===== config.mk =====
export PLATFORM = sky130hd
export DESIGN_NAME = h264_sps_size_parser
export DESIGN_NICKNAME = d
export VERILOG_FILES = /design/src/sv/hsps_pkg.sv /design/src/sv/h264_sps_size_parser.sv /design/src/sv/hsps_fifo.sv /design/src/sv/hsps_core.sv
export SDC_FILE = /design/constraint.sdc
export NUM_CORES = 1
export LEC_CHECK = 0
export BUFFER_PORTS_ARGS = -buffer_cell sky130_fd_sc_hd__buf_2
export CAP_MARGIN = 30
export CORE_UTILIZATION = 35
export DETAILED_ROUTE_END_ITERATION = 10
export MAX_ROUTING_LAYER = met4
export PLACE_DENSITY_LB_ADDON = 0.3
export SLEW_MARGIN = 30
export SYNTH_ARGS = -nofsm -noshare
export SYNTH_HDL_FRONTEND = slang
export SYNTH_HIERARCHICAL = 1
export SYNTH_SLANG_ARGS = --single-unit
export TNS_END_PERCENT = 5

===== constraint.sdc =====
create_clock -name clk -period 6.81 [get_ports clk]
set_input_delay 0.3405 -clock clk [delete_from_list [all_inputs] [get_ports clk]]
set_output_delay 0.3405 -clock clk [all_outputs]
set_load 0.02 [all_outputs]

===== src/sv/hsps_pkg.sv =====
// ----------------------------------------------------------------------------
// hsps_pkg
// Shared types and constants of the SPS size parser.
// ----------------------------------------------------------------------------
package hsps_pkg;

  localparam int HDR_BITS = 24;

  localparam logic [7:0] PROF_HIGH    = 8'd100;
  localparam logic [7:0] PROF_HIGH10  = 8'd110;
  localparam logic [7:0] PROF_HIGH422 = 8'd122;
  localparam logic [7:0] PROF_HIGH444 = 8'd144;

  localparam logic [1:0] STAT_OK    = 2'd0;
  localparam logic [1:0] STAT_SHORT = 2'd1;
  localparam logic [1:0] STAT_LONG  = 2'd2;

  // one byte handed from the front to the back
  typedef struct packed {
    logic [7:0] data;
    logic       last;
  } hsps_item_t;

endpackage


===== src/sv/h264_sps_size_parser.sv =====
// ----------------------------------------------------------------------------
// h264_sps_size_parser
// Decodes the cropped frame size from the bytes of an H.264 SPS.
// ----------------------------------------------------------------------------
// Usage:
//   s_axis_* carries SPS bytes from the profile byte on, tlast on the final byte.
//   m_axis_* carries one request per parameter set: width, height, status.
//   A two-entry queue decouples the input from the bit-serial back end.
//   The back end loads each byte, then shifts its eight bits through the
//   Exp-Golomb decoder one bit per cycle; it takes no new byte until the
//   current one is through. After the last byte of a set the back end
//   presents the result, which holds until taken.
//   While the receiver stalls, the back end halts, the queue fills and then
//   s_axis_tready drops.
//   Reset (rst, synchronous) empties the queue and returns the parser to the
//   start of a parameter set; each taken result also restarts the parser.
// ----------------------------------------------------------------------------
module h264_sps_size_parser
  import hsps_pkg::*;
#(
  parameter int CODE_WIDTH = 32
)
(
  input  logic        clk,
  input  logic        rst,
  input  logic        s_axis_tvalid,
  output logic        s_axis_tready,
  input  logic [7:0]  s_axis_tdata,  // [7:0] sps_byte
  input  logic        s_axis_tlast,  // last_byte
  output logic        m_axis_tvalid,
  input  logic        m_axis_tready,
  output logic [39:0] m_axis_tdata   // [15:0] video_width, [31:16] video_height,
                                     // [33:32] parse_status, rest zero
);

  hsps_item_t  q_in, q_out;
  logic        q_valid, q_ready;
  logic [15:0] w, h;
  logic [1:0]  st;
  logic        busy;

  assign q_in.data = s_axis_tdata;
  assign q_in.last = s_axis_tlast;

  hsps_fifo u_fifo (
    .clk(clk), .rst(rst),
    .in_valid(s_axis_tvalid), .in_ready(s_axis_tready), .in_item(q_in),
    .out_valid(q_valid), .out_ready(q_ready), .out_item(q_out)
  );

  hsps_core #(.CODE_WIDTH(CODE_WIDTH)) u_core (
    .clk(clk), .rst(rst),
    .in_valid(q_valid), .in_ready(q_ready), .in_item(q_out),
    .res_valid(m_axis_tvalid), .res_ready(m_axis_tready),
    .res_width(w), .res_height(h), .res_status(st), .busy(busy)
  );

  assign m_axis_tdata = {6'd0, st, h, w};

`ifndef SYNTHESIS
  a_out_status: assert property (@(posedge clk) disable iff (rst)
    m_axis_tvalid |-> (m_axis_tdata[33:32] != 2'd3))
    else $error("bad status");
  a_err_zero: assert property (@(posedge clk) disable iff (rst)
    (m_axis_tvalid && m_axis_tdata[33:32] != STAT_OK) |-> (m_axis_tdata[31:0] == 32'd0))
    else $error("error result not zeroed");
  a_out_busy: assert property (@(posedge clk) disable iff (rst)
    m_axis_tvalid |-> busy)
    else $error("result without busy core");
`endif

endmodule


===== src/sv/hsps_fifo.sv =====
// ----------------------------------------------------------------------------
// hsps_fifo
// Front part: accepts input bytes into a two-entry queue.
// ----------------------------------------------------------------------------
module hsps_fifo
  import hsps_pkg::*;
(
  input  logic       clk,
  input  logic       rst,
  input  logic       in_valid,
  output logic       in_ready,
  input  hsps_item_t in_item,
  output logic       out_valid,
  input  logic       out_ready,
  output hsps_item_t out_item
);

  hsps_item_t  mem [2];
  logic        wr_ptr;
  logic        rd_ptr;
  logic [1:0]  count;

  assign in_ready  = (count != 2'd2);
  assign out_valid = (count != 2'd0);
  assign out_item  = mem[rd_ptr];

  always_ff @(posedge clk) begin
    if (in_valid && in_ready) begin
      mem[wr_ptr] <= in_item;
    end
  end

  always_ff @(posedge clk) begin
    if (rst) begin
      wr_ptr <= 1'b0;
      rd_ptr <= 1'b0;
      count  <= 2'd0;
    end else begin
      if (in_valid && in_ready) wr_ptr <= ~wr_ptr;
      if (out_valid && out_ready) rd_ptr <= ~rd_ptr;
      count <= count + {1'b0, in_valid && in_ready} - {1'b0, out_valid && out_ready};
    end
  end

endmodule


===== src/sv/hsps_core.sv =====
// ----------------------------------------------------------------------------
// hsps_core
// Back part: walks each loaded byte one bit per cycle through the SPS syntax; it takes the next byte only when idle.
// ----------------------------------------------------------------------------
module hsps_core
  import hsps_pkg::*;
#(
  parameter int CODE_WIDTH = 32
)
(
  input  logic        clk,
  input  logic        rst,
  input  logic        in_valid,
  output logic        in_ready,
  input  hsps_item_t  in_item,
  output logic        res_valid,
  input  logic        res_ready,
  output logic [15:0] res_width,
  output logic [15:0] res_height,
  output logic [1:0]  res_status,
  output logic        busy
);

  typedef enum logic [31:0] {
    S_HDR = 32'd1 << 0, S_SPS_ID = 32'd1 << 1, S_CHROMA = 32'd1 << 2,
    S_SEP = 32'd1 << 3, S_LUMA = 32'd1 << 4, S_CDEPTH = 32'd1 << 5,
    S_BYPASS = 32'd1 << 6, S_MFLAG = 32'd1 << 7, S_LFLAG = 32'd1 << 8,
    S_DELTA = 32'd1 << 9, S_LOG2FN = 32'd1 << 10, S_POCT = 32'd1 << 11,
    S_POCLSB = 32'd1 << 12, S_POCZ = 32'd1 << 13, S_NONREF = 32'd1 << 14,
    S_TOPBOT = 32'd1 << 15, S_CYCLE = 32'd1 << 16, S_REFOFF = 32'd1 << 17,
    S_NUMREF = 32'd1 << 18, S_GAPS = 32'd1 << 19, S_WIDTH = 32'd1 << 20,
    S_HEIGHT = 32'd1 << 21, S_FONLY = 32'd1 << 22, S_MBAFF = 32'd1 << 23,
    S_DIR8 = 32'd1 << 24, S_CFLAG = 32'd1 << 25, S_CROP0 = 32'd1 << 26,
    S_CROP1 = 32'd1 << 27, S_CROP2 = 32'd1 << 28, S_CROP3 = 32'd1 << 29,
    S_DONE = 32'd1 << 30, S_ERR = 32'd1 << 31
  } step_t;

  typedef enum logic [2:0] {
    P_IDLE = 3'b001, P_BITS = 3'b010, P_OUT = 3'b100
  } phase_t;

  localparam int LZW = $clog2(CODE_WIDTH);

  phase_t                phase;
  step_t                 step;
  logic [7:0]            sh;
  logic                  last;
  logic [2:0]            bit_cnt;
  logic [4:0]            hdr_cnt;
  logic [LZW-1:0]        lz;
  logic [LZW-1:0]        sfx;
  logic [CODE_WIDTH-1:0] code;
  logic [7:0]            profile;
  logic [3:0]            list_idx;
  logic [6:0]            entry_cnt;
  logic [7:0]            last_scale;
  logic [31:0]           ref_left;
  logic [31:0]           width_mbs;
  logic [31:0]           height_units;
  logic                  frame_only;
  logic [31:0]           crop0, crop1, crop2, crop3;
  logic                  err_long;

  // Exp-Golomb bit decoder
  logic                  bitv;
  logic                  g_done;
  logic                  g_err;
  logic [31:0]           g_val;
  logic [CODE_WIDTH-1:0] code_sh;
  logic                  is_golomb;
  logic [31:0]           sval;
  logic [7:0]            nscale;
  logic [6:0]            list_size;

  assign bitv    = sh[7];
  assign code_sh = {code[CODE_WIDTH-2:0], bitv};
  assign is_golomb = (step == S_SPS_ID) || (step == S_CHROMA) || (step == S_LUMA) ||
                     (step == S_CDEPTH) || (step == S_DELTA) || (step == S_LOG2FN) ||
                     (step == S_POCT) || (step == S_POCLSB) || (step == S_NONREF) ||
                     (step == S_TOPBOT) || (step == S_CYCLE) || (step == S_REFOFF) ||
                     (step == S_NUMREF) || (step == S_WIDTH) || (step == S_HEIGHT) ||
                     (step == S_CROP0) || (step == S_CROP1) || (step == S_CROP2) ||
                     (step == S_CROP3);

  always_comb begin
    g_done = 1'b0;
    g_err  = 1'b0;
    g_val  = 32'd0;
    if (code == '0) begin
      if (!bitv) begin
        g_err = (lz == LZW'(CODE_WIDTH - 1));
      end else if (lz == '0) begin
        g_done = 1'b1;
      end
    end else if (sfx == LZW'(1)) begin
      g_done = 1'b1;
      g_val  = 32'(code_sh) - 32'd1;
    end
  end

  always_comb begin
    if (g_val[0]) sval = {1'b0, g_val[31:1]} + 32'd1;
    else          sval = 32'd0 - {1'b0, g_val[31:1]};
  end
  assign nscale    = last_scale + sval[7:0];
  assign list_size = (list_idx < 4'd6) ? 7'd16 : 7'd64;

  assign in_ready  = (phase == P_IDLE);
  assign res_valid = (phase == P_OUT);
  assign busy      = (phase != P_IDLE);

  logic [31:0] w_full, h_full;
  assign w_full = (width_mbs << 4) - (crop0 << 1) - (crop1 << 1);
  assign h_full = ((frame_only ? height_units : (height_units << 1)) << 4)
                  - (crop2 << 1) - (crop3 << 1);

  // parse state holds while the request waits, so derive it straight from there
  always_comb begin
    if (err_long || (step == S_ERR)) begin
      res_status = STAT_LONG;
      res_width  = 16'd0;
      res_height = 16'd0;
    end else if (step != S_DONE) begin
      res_status = STAT_SHORT;
      res_width  = 16'd0;
      res_height = 16'd0;
    end else begin
      res_status = STAT_OK;
      res_width  = w_full[15:0];
      res_height = h_full[15:0];
    end
  end

  // wipe the per-set state after the result
  logic clr;
  assign clr = rst || (phase == P_OUT && res_ready);

  always_ff @(posedge clk) begin
    if (rst) begin
      phase   <= P_IDLE;
      bit_cnt <= 3'd0;
    end else begin
      unique case (phase)
        P_IDLE: if (in_valid) begin
          sh      <= in_item.data;
          last    <= in_item.last;
          bit_cnt <= 3'd0;
          phase   <= P_BITS;
        end
        P_BITS: begin
          sh      <= {sh[6:0], 1'b0};
          bit_cnt <= bit_cnt + 3'd1;
          if (bit_cnt == 3'd7) phase <= last ? P_OUT : P_IDLE;
        end
        P_OUT: if (res_ready) phase <= P_IDLE;
        default: phase <= P_IDLE;
      endcase
    end
  end

  always_ff @(posedge clk) begin
    if (clr) begin
      step       <= S_HDR;
      hdr_cnt    <= 5'd0;
      lz         <= '0;
      sfx        <= '0;
      code       <= '0;
      profile    <= 8'd0;
      list_idx   <= 4'd0;
      entry_cnt  <= 7'd0;
      last_scale <= 8'd8;
      ref_left   <= 32'd0;
      width_mbs  <= 32'd0;
      height_units <= 32'd0;
      frame_only <= 1'b0;
      crop0 <= 32'd0; crop1 <= 32'd0; crop2 <= 32'd0; crop3 <= 32'd0;
      err_long   <= 1'b0;
    end else if (phase == P_BITS && step != S_DONE && step != S_ERR) begin
      if (step == S_HDR) begin
        if (hdr_cnt < 5'd8) profile <= {profile[6:0], bitv};
        if (hdr_cnt == 5'(HDR_BITS - 1)) begin
          hdr_cnt <= 5'd0;
          step    <= S_SPS_ID;
        end else begin
          hdr_cnt <= hdr_cnt + 5'd1;
        end
      end else if (!is_golomb) begin
        priority case (step)
          S_SEP:    step <= S_LUMA;
          S_BYPASS: step <= S_MFLAG;
          S_MFLAG:  begin
            list_idx <= 4'd0;
            step     <= bitv ? S_LFLAG : S_LOG2FN;
          end
          S_LFLAG: begin
            if (bitv) begin
              entry_cnt  <= 7'd0;
              last_scale <= 8'd8;
              step       <= S_DELTA;
            end else begin
              list_idx <= list_idx + 4'd1;
              step     <= (list_idx >= 4'd7) ? S_LOG2FN : S_LFLAG;
            end
          end
          S_POCZ:  step <= S_NONREF;
          S_GAPS:  step <= S_WIDTH;
          S_FONLY: begin
            frame_only <= bitv;
            step       <= bitv ? S_DIR8 : S_MBAFF;
          end
          S_MBAFF: step <= S_DIR8;
          S_DIR8:  step <= S_CFLAG;
          S_CFLAG: step <= bitv ? S_CROP0 : S_DONE;
          default: step <= step;
        endcase
      end else if (g_err) begin
        err_long <= 1'b1;
        step     <= S_ERR;
      end else if (!g_done) begin
        if (code == '0) begin
          if (!bitv) lz <= lz + LZW'(1);
          else begin
            code <= CODE_WIDTH'(1);
            sfx  <= lz;
          end
        end else begin
          code <= code_sh;
          sfx  <= sfx - LZW'(1);
        end
      end else begin
        code <= '0;
        lz   <= '0;
        sfx  <= '0;
        priority case (step)
          S_SPS_ID: step <= (profile == PROF_HIGH || profile == PROF_HIGH10 ||
                             profile == PROF_HIGH422 || profile == PROF_HIGH444) ?
                            S_CHROMA : S_LOG2FN;
          S_CHROMA: step <= (g_val == 32'd3) ? S_SEP : S_LUMA;
          S_LUMA:   step <= S_CDEPTH;
          S_CDEPTH: step <= S_BYPASS;
          S_DELTA: begin
            if (nscale != 8'd0) last_scale <= nscale;
            entry_cnt <= entry_cnt + 7'd1;
            if (nscale == 8'd0 || (entry_cnt + 7'd1) >= list_size) begin
              list_idx <= list_idx + 4'd1;
              step     <= (list_idx >= 4'd7) ? S_LOG2FN : S_LFLAG;
            end
          end
          S_LOG2FN: step <= S_POCT;
          S_POCT:   step <= (g_val == 32'd0) ? S_POCLSB :
                            (g_val == 32'd1) ? S_POCZ : S_NUMREF;
          S_POCLSB: step <= S_NUMREF;
          S_NONREF: step <= S_TOPBOT;
          S_TOPBOT: step <= S_CYCLE;
          S_CYCLE: begin
            ref_left <= g_val;
            step     <= (g_val == 32'd0) ? S_NUMREF : S_REFOFF;
          end
          S_REFOFF: begin
            ref_left <= ref_left - 32'd1;
            if (ref_left == 32'd1) step <= S_NUMREF;
          end
          S_NUMREF: step <= S_GAPS;
          S_WIDTH:  begin width_mbs <= g_val + 32'd1; step <= S_HEIGHT; end
          S_HEIGHT: begin height_units <= g_val + 32'd1; step <= S_FONLY; end
          S_CROP0:  begin crop0 <= g_val; step <= S_CROP1; end
          S_CROP1:  begin crop1 <= g_val; step <= S_CROP2; end
          S_CROP2:  begin crop2 <= g_val; step <= S_CROP3; end
          S_CROP3:  begin crop3 <= g_val; step <= S_DONE; end
          default:  step <= step;
        endcase
      end
    end
  end

endmodule


; ---- Word-level counts from Yosys, hierarchy flattened
; Memories as Yosys holds them, arrays and structs flattened. A register that Yosys moved wholly into a read port is not among the register bits.
; Cells that the tools add are included.
[word_totals]
register_bits = 243
latchBits = 0
ram_bits = 18
romBits = 0
out_inout_bits = 42
memories = 1
[mem_list]
columns = name, words, word_bits, rd, rd_clocked_by_memory_dff, wr, line_no
row1 = u_fifo.mem, 2, 9, 1, 1, 1, hsps_fifo.sv:18  ; hsps_item_t mem [2];
[op_classes]
n_addsub = 18
mul = 0
div_mod_pow = 0
order_cmp = 4
n_eq_ne = 64
n_shift = 0
muxes = 80
n_bitwise = 6
n_reduce_logical = 63
[ops]
columns = cell, count
row1 = $pmux 32 s19, 1
row2 = $mux 32, 14
row3 = $pmux 32 s10, 1
row4 = $eq 32x1->1 const B, 3
row5 = $mux 8, 9
row6 = $eq 32x2->1 const B, 2
row7 = $logic_not 32->1, 2
row8 = $mux 16, 4
row9 = $pmux 32 s2, 1
row10 = $sub 16x16->16, 4
row11 = $sub 32x1->32 const B, 2
row12 = $mux 7, 7
row13 = $reduce_and 6->1, 8
row14 = $mux 5, 8
row15 = $mux 19, 2
row16 = $mux 11, 3
row17 = $eq 32x10->1 const B, 1
row18 = $eq 32x11->1 const B, 1
row19 = $eq 32x12->1 const B, 1
row20 = $eq 32x13->1 const B, 1
row21 = $eq 32x14->1 const B, 1
row22 = $eq 32x15->1 const B, 1
row23 = $eq 32x16->1 const B, 1
row24 = $eq 32x17->1 const B, 1
row25 = 78 further kinds, 156

; ---- Depth between registers and ports, before layout
; Gate-level depths: netlist of run 1.
[depth]
word_depth = 21
mapped_depth = 28
depth_no_buf = 24

; ---- By module
; The synthesis of run 1 kept the hierarchy.
[by_module_without_submodules]
columns = mod, instances, cells_per_inst, area_per_inst_um2
row1 = hsps_core, 1, 2051, 15582.4
row2 = hsps_fifo, 1, 52, 884.6
row3 = h264_sps_size_parser, 1, 7, 48.8

; ---- Worst setup path before layout of run 1
; No wires, ideal clock.
[synth_path]
path_kind = flip-flop to flip-flop
startpoint = register u_core.code[16]
endpoint = register u_core.step[2]
setup_time_ns = 0.072
arrival_time_ns = 5.534
t_required_ns = 6.738
setup_slack_ns = 1.204
stages_incl_launch_ff = 26
path_buffers = 5
synth_period_minus_slack_ns = 5.606
path_cell_list = dfxtp_1 buf_6 or4_4 or3_1 buf_2 o41ai_4 clkbuf_1 nor2_1 ha_1 nor2b_1 and3_1 nand3_1 a21boi_0 xnor2_1 ha_1 nor3b_1 a221o_1 a211oi_1 nor4b_1 nor3b_1 o21ai_1 o21ai_4 o21a_4 buf_8 buf_12 mux2i_1
[synth_between]
word_cells_on_any_way = 24
classes_between = 4 x add/sub / 4 x eq/ne / 11 x mux / 5 x reduce/logical
[synth_rtl]
columns = item, line_no
row1 = start: declaration, hsps_core.sv:52  ; logic [CODE_WIDTH-1:0] code;
row2 = start signal: assignment, hsps_core.sv:227  ; code <= code_sh;
row3 = $logic_not 32->1 *, hsps_core.sv:89  ; if (code == '0) begin
row4 = $mux 32 *, hsps_core.sv:89
row5 = named net u_core.g_val[1], hsps_core.sv:68  ; logic [31:0] g_val;
row6 = $sub 1x8->8 (tied with other cells), hsps_core.sv:103  ; else sval = 32'd0 - {1'b0, g_val[31:1]};
row7 = $mux 8 or $mux 32 (tied branches), "hsps_core.sv:102, hsps_core.sv:250"
row8 = $add 8x8->8 or $pmux 32 s19 (tied branches), "hsps_core.sv:105, hsps_core.sv:234"
row9 = $logic_not 8->1 or $mux 32 (tied branches), "hsps_core.sv:244, hsps_core.sv:219"
row10 = $logic_or 1x1->1 or $mux 32 (tied branches), "hsps_core.sv:244, hsps_core.sv:216"
row11 = $ne 5x4->1 (no line) or $mux 32 (tied branches), --
row12 = $reduce_and 7->1 (no line) or $mux 32 (tied branches), --
row13 = end signal: assignment, hsps_core.sv:238  ; S_CHROMA: step <= (g_val == 32'd3) ? S_SEP : S_LUMA;
row14 = end signal: assignment, hsps_core.sv:246  ; step <= (list_idx >= 4'd7) ? S_LOG2FN : S_LFLAG;
row15 = end signal: assignment, hsps_core.sv:250  ; S_POCT: step <= (g_val == 32'd0) ? S_POCLSB :
row16 = end: declaration, hsps_core.sv:45  ; step_t step;
; The timed path passes the listed nets; every way through them passes the cells marked *. The select of a mux whose other input is x is not followed.
; A chain may end at the register's enable or synchronous reset.

; ---- Final worst setup path of run 1
[layout_path]
startpoint = register u_core.code[16]
endpoint = register u_core.step[7]
; The elaborated chain is that of the path after synthesis.

==> qor.txt, run 1 <==
Clk root buf: clkbuf_16
Status: complete, no violations
Post-synthesis xor/xnor area fraction: 4.667%
Worst slack at placement: 414.6 ps
Inserted Diodes: 0
Final worst slack: 470.9 ps
Cell variety after synth: 96
H-tree depth: 1
Largest family of logic cells by synthesized area: simple AND/OR/NAND/NOR gates
Global-route wire length before repair: 74.49 mm
Drt pass-1 iters: 8
Share of cells above drive strength 1: 9.761%
Post-synthesis cell count: 2110
Avg Vias per Cell: 5.472
GRT overflow: 0
R2r setup slk: 470 ps
Synth Area in Simple Gates: 27.83%
CTS tree: yes
Multiplexer share of the synthesized area: 4.061%
FF-to-FF path depth: 20
Slew @ Worst Pin: 938.4 ps
WS Path Type: flip-flop to flip-flop
Final Hold Violating Endpoints: 0
Worst Setup End Kind: flip-flop
Peak VDD IR: 0.2018 mV
RSZ-0062 raised after global routing: false
Pleak: 6.617 nW
Most frequent cells in the layout: 345 x nand2_1, 235 x dfxtp_1, 199 x a21oi_1, 173 x nor2_1, 92 x inv_1
Critical path cell sequence: or4_4, or3_1, o41a_1, nand2_1, inv_1, ha_1, nor2b_1, and3_1, nand3_1, a21boi_0, xnor2_1, ha_1, nor3b_1, a221o_1, a211oi_1, nor4b_1, o21ai_0, o21ai_4, o21a_2, mux2i_1
Hold Crit Depth: 3
Worst skew pair latency: 590 ps
Top cell type's share of synthesized area: 28.48%
Boundary Pins: 55
DR vias: 14.98k
Avg Inst Size Synth: 7.827 um^2
Crit path capture: u_core/step[7]$_SDFFE_PP0P_
Nets: 2205
Row Count: 79
Worst-path clk slew: 60 ps
Sequential-to-total area share from yosys stat: 33.39%
Chip width: 219.2 um
Setup TNS: 0 ps
Crit-path max cell delay: 600 ps
Fin crit share: 93.08%
Area Growth Syn to Fin: 11.79%
Worst EP required: 7310 ps
Synth Flop Type: dfxtp_1
Clk_skew: 29.57 ps
Clock sinks: 262
Share of the synthesized area in compound gates (AO/OA/AOI/OAI): 16.58%
# port buffers: 46
Slowest-stage cell, CP: or4_4
Fmax: 157.8 MHz
Slew Limit Fails: 0
Initial antenna violation count: 0
Die H: 219.2 um
Number of remaining DRC errors: 0
Worst-path maximum fanout: 14
Setup-failing EPs final: 0
Crit path launch: u_core/code[16]$_SDFFE_PP0P_
Starting Density: 35.48%
Total global routing track utilization: 19.79%
Max-slew headroom: 36.86%
Reg2reg start: u_core/code[16]$_SDFFE_PP0P_
Largest net degree at the start of global routing: 127
R2r endpoint: u_core/step[7]$_SDFFE_PP0P_
Yosys reg bits: 262
HP Class: input port to flip-flop
Power density cells: 214.1 nW/um^2
Post-synth EDFFs: 27
YS warnings: 6
Most used cell, CP: ha_1
Critical path arrival: 6840 ps
Max-Cap Viols: 0
DR iter-0 viols: 1191
Die area: 48060 um^2
Hold Crit Start: s_axis_tvalid
RePlAce Congestion: 0.8981
Post-synth ARST share: 0%
Cell taking the most area after synthesis: dfxtp_1
Vias in the first global route: 13.67k
Top cells by area, synth: dfxtp_1 28%, nand2_1 7.8%, a21oi_1 6.1%
Leading cell type in the layout, fill and taps excluded: nand2_1
Hpwl dp: 32.75 mm
TritonCTS buffer count: 31
Antenna Violating Nets Remaining: 0
Netlist Area Pre-Place: 16520 um^2
Adder-Cell Fraction of Synth Area: 7.652%
Wire length per cell: 17.12 um
Core Region: 46560 um^2
Post-Route WL: 46.87 mm
CP Launch Type: flip-flop
Clock Tree Buf Depth: 3
Min Tclk post-route: 6339 ps
==> synthesized netlist by cell type, types with 5 or more instances <==
library cell / number
nor4_1: 55
mux2i_1: 34
a211oi_1: 13
o22ai_1: 11
nand2b_1: 14
and3b_1: 5
nor2b_1: 26
dfxtp_1: 235
buf_2: 26
a22oi_1: 12
nand2_1: 345
nand4b_1: 7
edfxtp_1: 27
clkbuf_1: 87
or4_1: 16
nor2_1: 174
xor2_1: 30
mux2_1: 9
nand3b_1: 7
mux2_2: 19
nor3_1: 62
or2_2: 12
inv_1: 92
nand3_1: 82
nand4_1: 37
nor3b_1: 10
o31ai_1: 13
a21o_1: 18
o211ai_1: 12
and2_1: 8
ha_1: 61
or3_1: 33
o211a_1: 5
buf_4: 11
a21oi_1: 201
nor4b_1: 7
and3_1: 17
xnor2_1: 58
a32oi_1: 9
a31o_2: 5
a31oi_1: 13
o21ai_0: 77
fa_1: 25
==> state kept, by name, summed over array words and instances (netlist names), 8 cells and up, named ones only <==
signal and cells:
u_core/step 32, u_core/last_scale 8, u_core/ref_left 32, u_core/crop1 15
u_core/profile 8, u_core/sh 8, u_core/height_units 12, u_core/width_mbs 12
u_fifo/mem 18, u_core/crop3 15, u_core/crop0 15, u_core/crop2 15
u_core/code 32
==> worst min-delay path by stage <==
| stage | to | slack [ps] |
|---|---|---|
| finish | u_fifo/wr_ptr$_SDFFE_PP0N_ | 130 |
| global route | u_core/phase[2]$_SDFFE_PP0P_ | 140 |
| CTS | u_fifo/wr_ptr$_SDFFE_PP0N_ | 110 |
| detailed placement | u_core/crop3[3]$_SDFFE_PP0P_ | 440 |
| global placement | u_core/crop0[11]$_SDFFE_PP0P_ | 440 |
| floorplan | u_fifo/count[0]$_SDFF_PP0_ | 410 |
==> cell families after synthesis <==
| kind of cell | count (synthesis) |
|---|---|
| AO/OA/AOI/OAI | 443 |
| XOR/XNOR | 88 |
| multiplexers | 63 |
| AND/OR/NAND/NOR | 943 |
| buffers and inverters | 223 |
| adder cells (fa/ha/maj) | 86 |
| other | 2 |
| flip-flops | 262 |
==> where the power goes <==
group / internal, mW / total, mW / leakage, nW / switching [mW]
Combinational: 0.173 / 0.462 / 3.92 / 0.289
Sequential: 1.62 / 1.65 / 2.14 / 0.0286
Clock: 1.14 / 1.84 / 0.554 / 0.702
==> worst max-delay path, delay by kind of cell (launching register included) <==
family / cells / cell delay (ps)
buffers and inverters: 1 / 150
DFF: 1 / 400
adders and majority gates: 2 / 520
xor gates and xnor gates: 1 / 150
AOI/OAI and AO/OA: 7 / 2450
muxes: 1 / 240
and+or+nand+nor: 8 / 2350
==> metal layers <==
metal  vias up  part of all wire, %  GRT usage [%]
met1      7009                   47          26.27
met2       448                   45          31.07
met5         -                    0              -
li1       7443                    -              -
met3        81                  5.3          2.342
met4         0                  3.2          6.667
==> through the flow <==
stage | utilization, % | std cells | hold WS, ps | total power, mW | instance area, um^2
global route | 39.66 | 2738 | 143.5 | 4.113 | 18460
CTS | 39.59 | 2736 | 112.4 | 3.992 | 18430
detailed placement | 36.96 | 2669 | 443.3 | 2.134 | 17210
floorplan | - | 2116 | 412.1 | 2.022 | 16540
global placement | 36.91 | 2668 | 438.4 | 2.129 | 17190
finish | 39.66 | 2738 | 133.9 | 3.953 | 18460
==> timing repair <==
action,4_1_cts,5_1_grt
endpoints found under the setup margin,0,29
gates resized for setup,0,1
endpoints found under the hold margin,18,0
hold buffers,9,0
buffers inserted,0,0
==> cell type report <==
cell class	instances	area, um^2
tap	607	759.5
timing repair buffer	87	580.6
multi-input combinational	1632	10130
inverter	92	345.3
sequential	262	5515
fill	4723	28090
clock inverter	20	294.0
clock buffer	38	842.1
Note: power is estimated with default switching activity, not from simulation.
==> run 2: changes to the inputs <==
- clock period: 6.81 -> 7.85 ns (I/O delays scaled with it)
==> qor.txt, run 2 (synthesis results as in run 1) <==
Worst-path clk slew: 60 ps (about the same)
Metal3 WL: 2.296 mm (-7.9%)
Min Tclk post-route: 6554 ps (+215.4 ps)
Worst-path maximum fanout: 29 (+15)
Max-Cap Viols: 0 (unchanged)
Status: complete, no violations
Post-Route WL: 46.08 mm (-1.7%)
Finished Core Util: 39.25% (-0.40 points)
Clk root buf: clkbuf_16
Largest regs: u_core/code x32, u_core/ref_left x32, u_core/step x32
Wire length per cell: 16.89 um (-1.3%)
Fin crit share: 83.50% (-9.6 points)
Setup-failing EPs final: 0 (unchanged)
Clk_skew: 13.50 ps (-16.08 ps)
Avg Vias per Cell: 5.495 (+0.43%)
TritonCTS buffer count: 30 (-3.2%)
Setup TNS: 0 ps (unchanged)
Initial antenna violation count: 0 (unchanged)
WS Path Type: flip-flop to flip-flop
DR iter-0 viols: 1377 (+16%)
Power density cells: 180.9 nW/um^2 (-16%)
GRT overflow: 0 (unchanged)
Post-CTS resize count: 0 (unchanged)
Share of cells above drive strength 1: 9.052% (-0.71 points)
HP Class: input port to flip-flop
Fillers: 4773 (+1.1%)
Vias in the first global route: 13.95k (+2.1%)
Pleak: 6.531 nW (-1.3%)
H-tree depth: 1 (unchanged)
Final Hold Violating Endpoints: 0 (unchanged)
RSZ-0062 raised after global routing: false
# port buffers: 46 (unchanged)
Drt pass-1 iters: 5 (-3)
Area Growth Syn to Fin: 10.65%
Hpwl dp: 32.26 mm (-1.5%)
Inserted Diodes: 0 (unchanged)
Peak VDD IR: 0.1873 mV (-7.2%)
Worst Setup End Kind: flip-flop
Met1 WL: 21.46 mm (-1.8%)
CTS tree: yes
Most frequent cells in the layout: 345 x nand2_1, 235 x dfxtp_1, 200 x a21oi_1, 174 x nor2_1, 92 x inv_1
Core Region: 46560 um^2 (unchanged)
DR vias: 14.99k (+0.067%)
Final Non-Filler Cells: 2728 (-0.37%)
Die H: 219.2 um (unchanged)
Slew @ Worst Pin: 1035 ps (+96.72 ps)
Row Count: 79 (unchanged)
RePlAce Congestion: 0.8928 (-0.59%)
Max layer used: met4
Critical path arrival: 7050 ps (+210 ps)
Chip width: 219.2 um (unchanged)
Nets: 2196 (-0.41%)
Worst EP required: 8340 ps (+1030 ps)
Fmax: 152.6 MHz (-3.3%)
Total global routing track utilization: 19.64% (-0.15 points)
Antenna Violating Nets Remaining: 0 (unchanged)
Worst skew pair latency: 580 ps (about the same)
Global-route wire length before repair: 74.29 mm (-0.27%)
Clock sinks: 262 (unchanged)
Largest net degree at the start of global routing: 74 (-42%)
Boundary Pins: 55 (unchanged)
Die area: 48060 um^2 (unchanged)
CP Launch Type: flip-flop
Max-slew headroom: 30.09% (-6.8 points)
Clock Tree Buf Depth: 3 (unchanged)
Number of remaining DRC errors: 0 (unchanged)
Slew Limit Fails: 0 (unchanged)
DR WL met2: 20.77 mm (-1.2%)
Starting Density: 35.48% (unchanged)
Cells after DPL: 2663 (-0.22%)
Leading cell type in the layout, fill and taps excluded: nand2_1
## run 2: cell count changes in the layout (fill, tap and decap cells not counted), moves of 2 or more
cell / change
buf_6: -2
buf_4: -4
clkinv_4: -2
clkbuf_1: +4
bufinv_16: -3
clkinvlp_4: -2
## run 2: worst paths after layout
path | end | from | slack [ps] | cells after the start
min | u_fifo/wr_ptr$_SDFFE_PP0N_ | s_axis_tvalid | 180 | 3
min reg2reg | u_core/crop0[6]$_SDFFE_PP0P_ | u_core/crop0[6]$_SDFFE_PP0P_ | 450 | 2
max | u_core/step[13]$_SDFFE_PP0P_ | u_core/code[4]$_SDFFE_PP0P_ | 1300 | 21
max reg2reg | u_core/step[13]$_SDFFE_PP0P_ | u_core/code[4]$_SDFFE_PP0P_ | 1300 | 21
## run 2: critical path, cell delays in order, from the launching register on
cell and delay, ps:
dfxtp_1 490, nor4_1 670, nand3_1 360, o41a_1 710
nand2_1 230, inv_1 130, ha_1 240, nor2b_1 160
and3_1 180, nand3_1 180, a21boi_0 250, xnor2_1 150
ha_1 280, nor3b_1 150, a221o_1 260, a211oi_1 250
nor4b_1 340, nor3b_1 290, o21ai_1 180, o21ai_4 180
o21a_4 530, mux2i_1 250
## run 2: layout make-up
class / count / area (um^2) / share of cell area, %
inverter: 92 / 345.3 / 1.890
tap: 607 / 759.5 / 4.156
clock buffer: 43 / 873.3 / 4.779
multi-input combinational: 1631 / 10110 / 55.30
sequential: 262 / 5515 / 30.18
clock inverter: 13 / 167.7 / 0.9174
timing repair buffer: 80 / 508.0 / 2.780
## run 2: repair_timing
item / 4_1_cts / 5_1_grt
endpoints found under the hold margin: 18 / 0
setup buffers: 0 / 0
hold buffers: 9 / 0
## run 2: layer usage
metal  vias to the layer above  GRT usage (%)
li1                       7423              -
met4                         0          7.292
met3                        92          2.245
met2                       429          30.63
met5                         -              -
met1                      7047          26.04
## run 2: per-stage QoR
step | power (mW) | hold WS, ps | worst slack (ps) | instance area (um^2)
floorplan | 1.754 | 431.5 | 2244 | 16540
CTS | 3.337 | 167.0 | 1348 | 18270
global route | 3.437 | 184.0 | 770.1 | 18280
finish | 3.305 | 182.9 | 1296 | 18280
detailed placement | 1.845 | 444.5 | 1374 | 17140
global placement | 1.838 | 438.4 | 1598 | 17140
## run 2: where the power goes
| part | total [mW] | leakage [nW] | switching, mW | internal (mW) |
|---|---|---|---|---|
| Clock | 1.48 | 0.516 | 0.581 | 0.901 |
| Sequential | 1.43 | 2.14 | 0.0253 | 1.40 |
| Combinational | 0.395 | 3.87 | 0.248 | 0.147 |
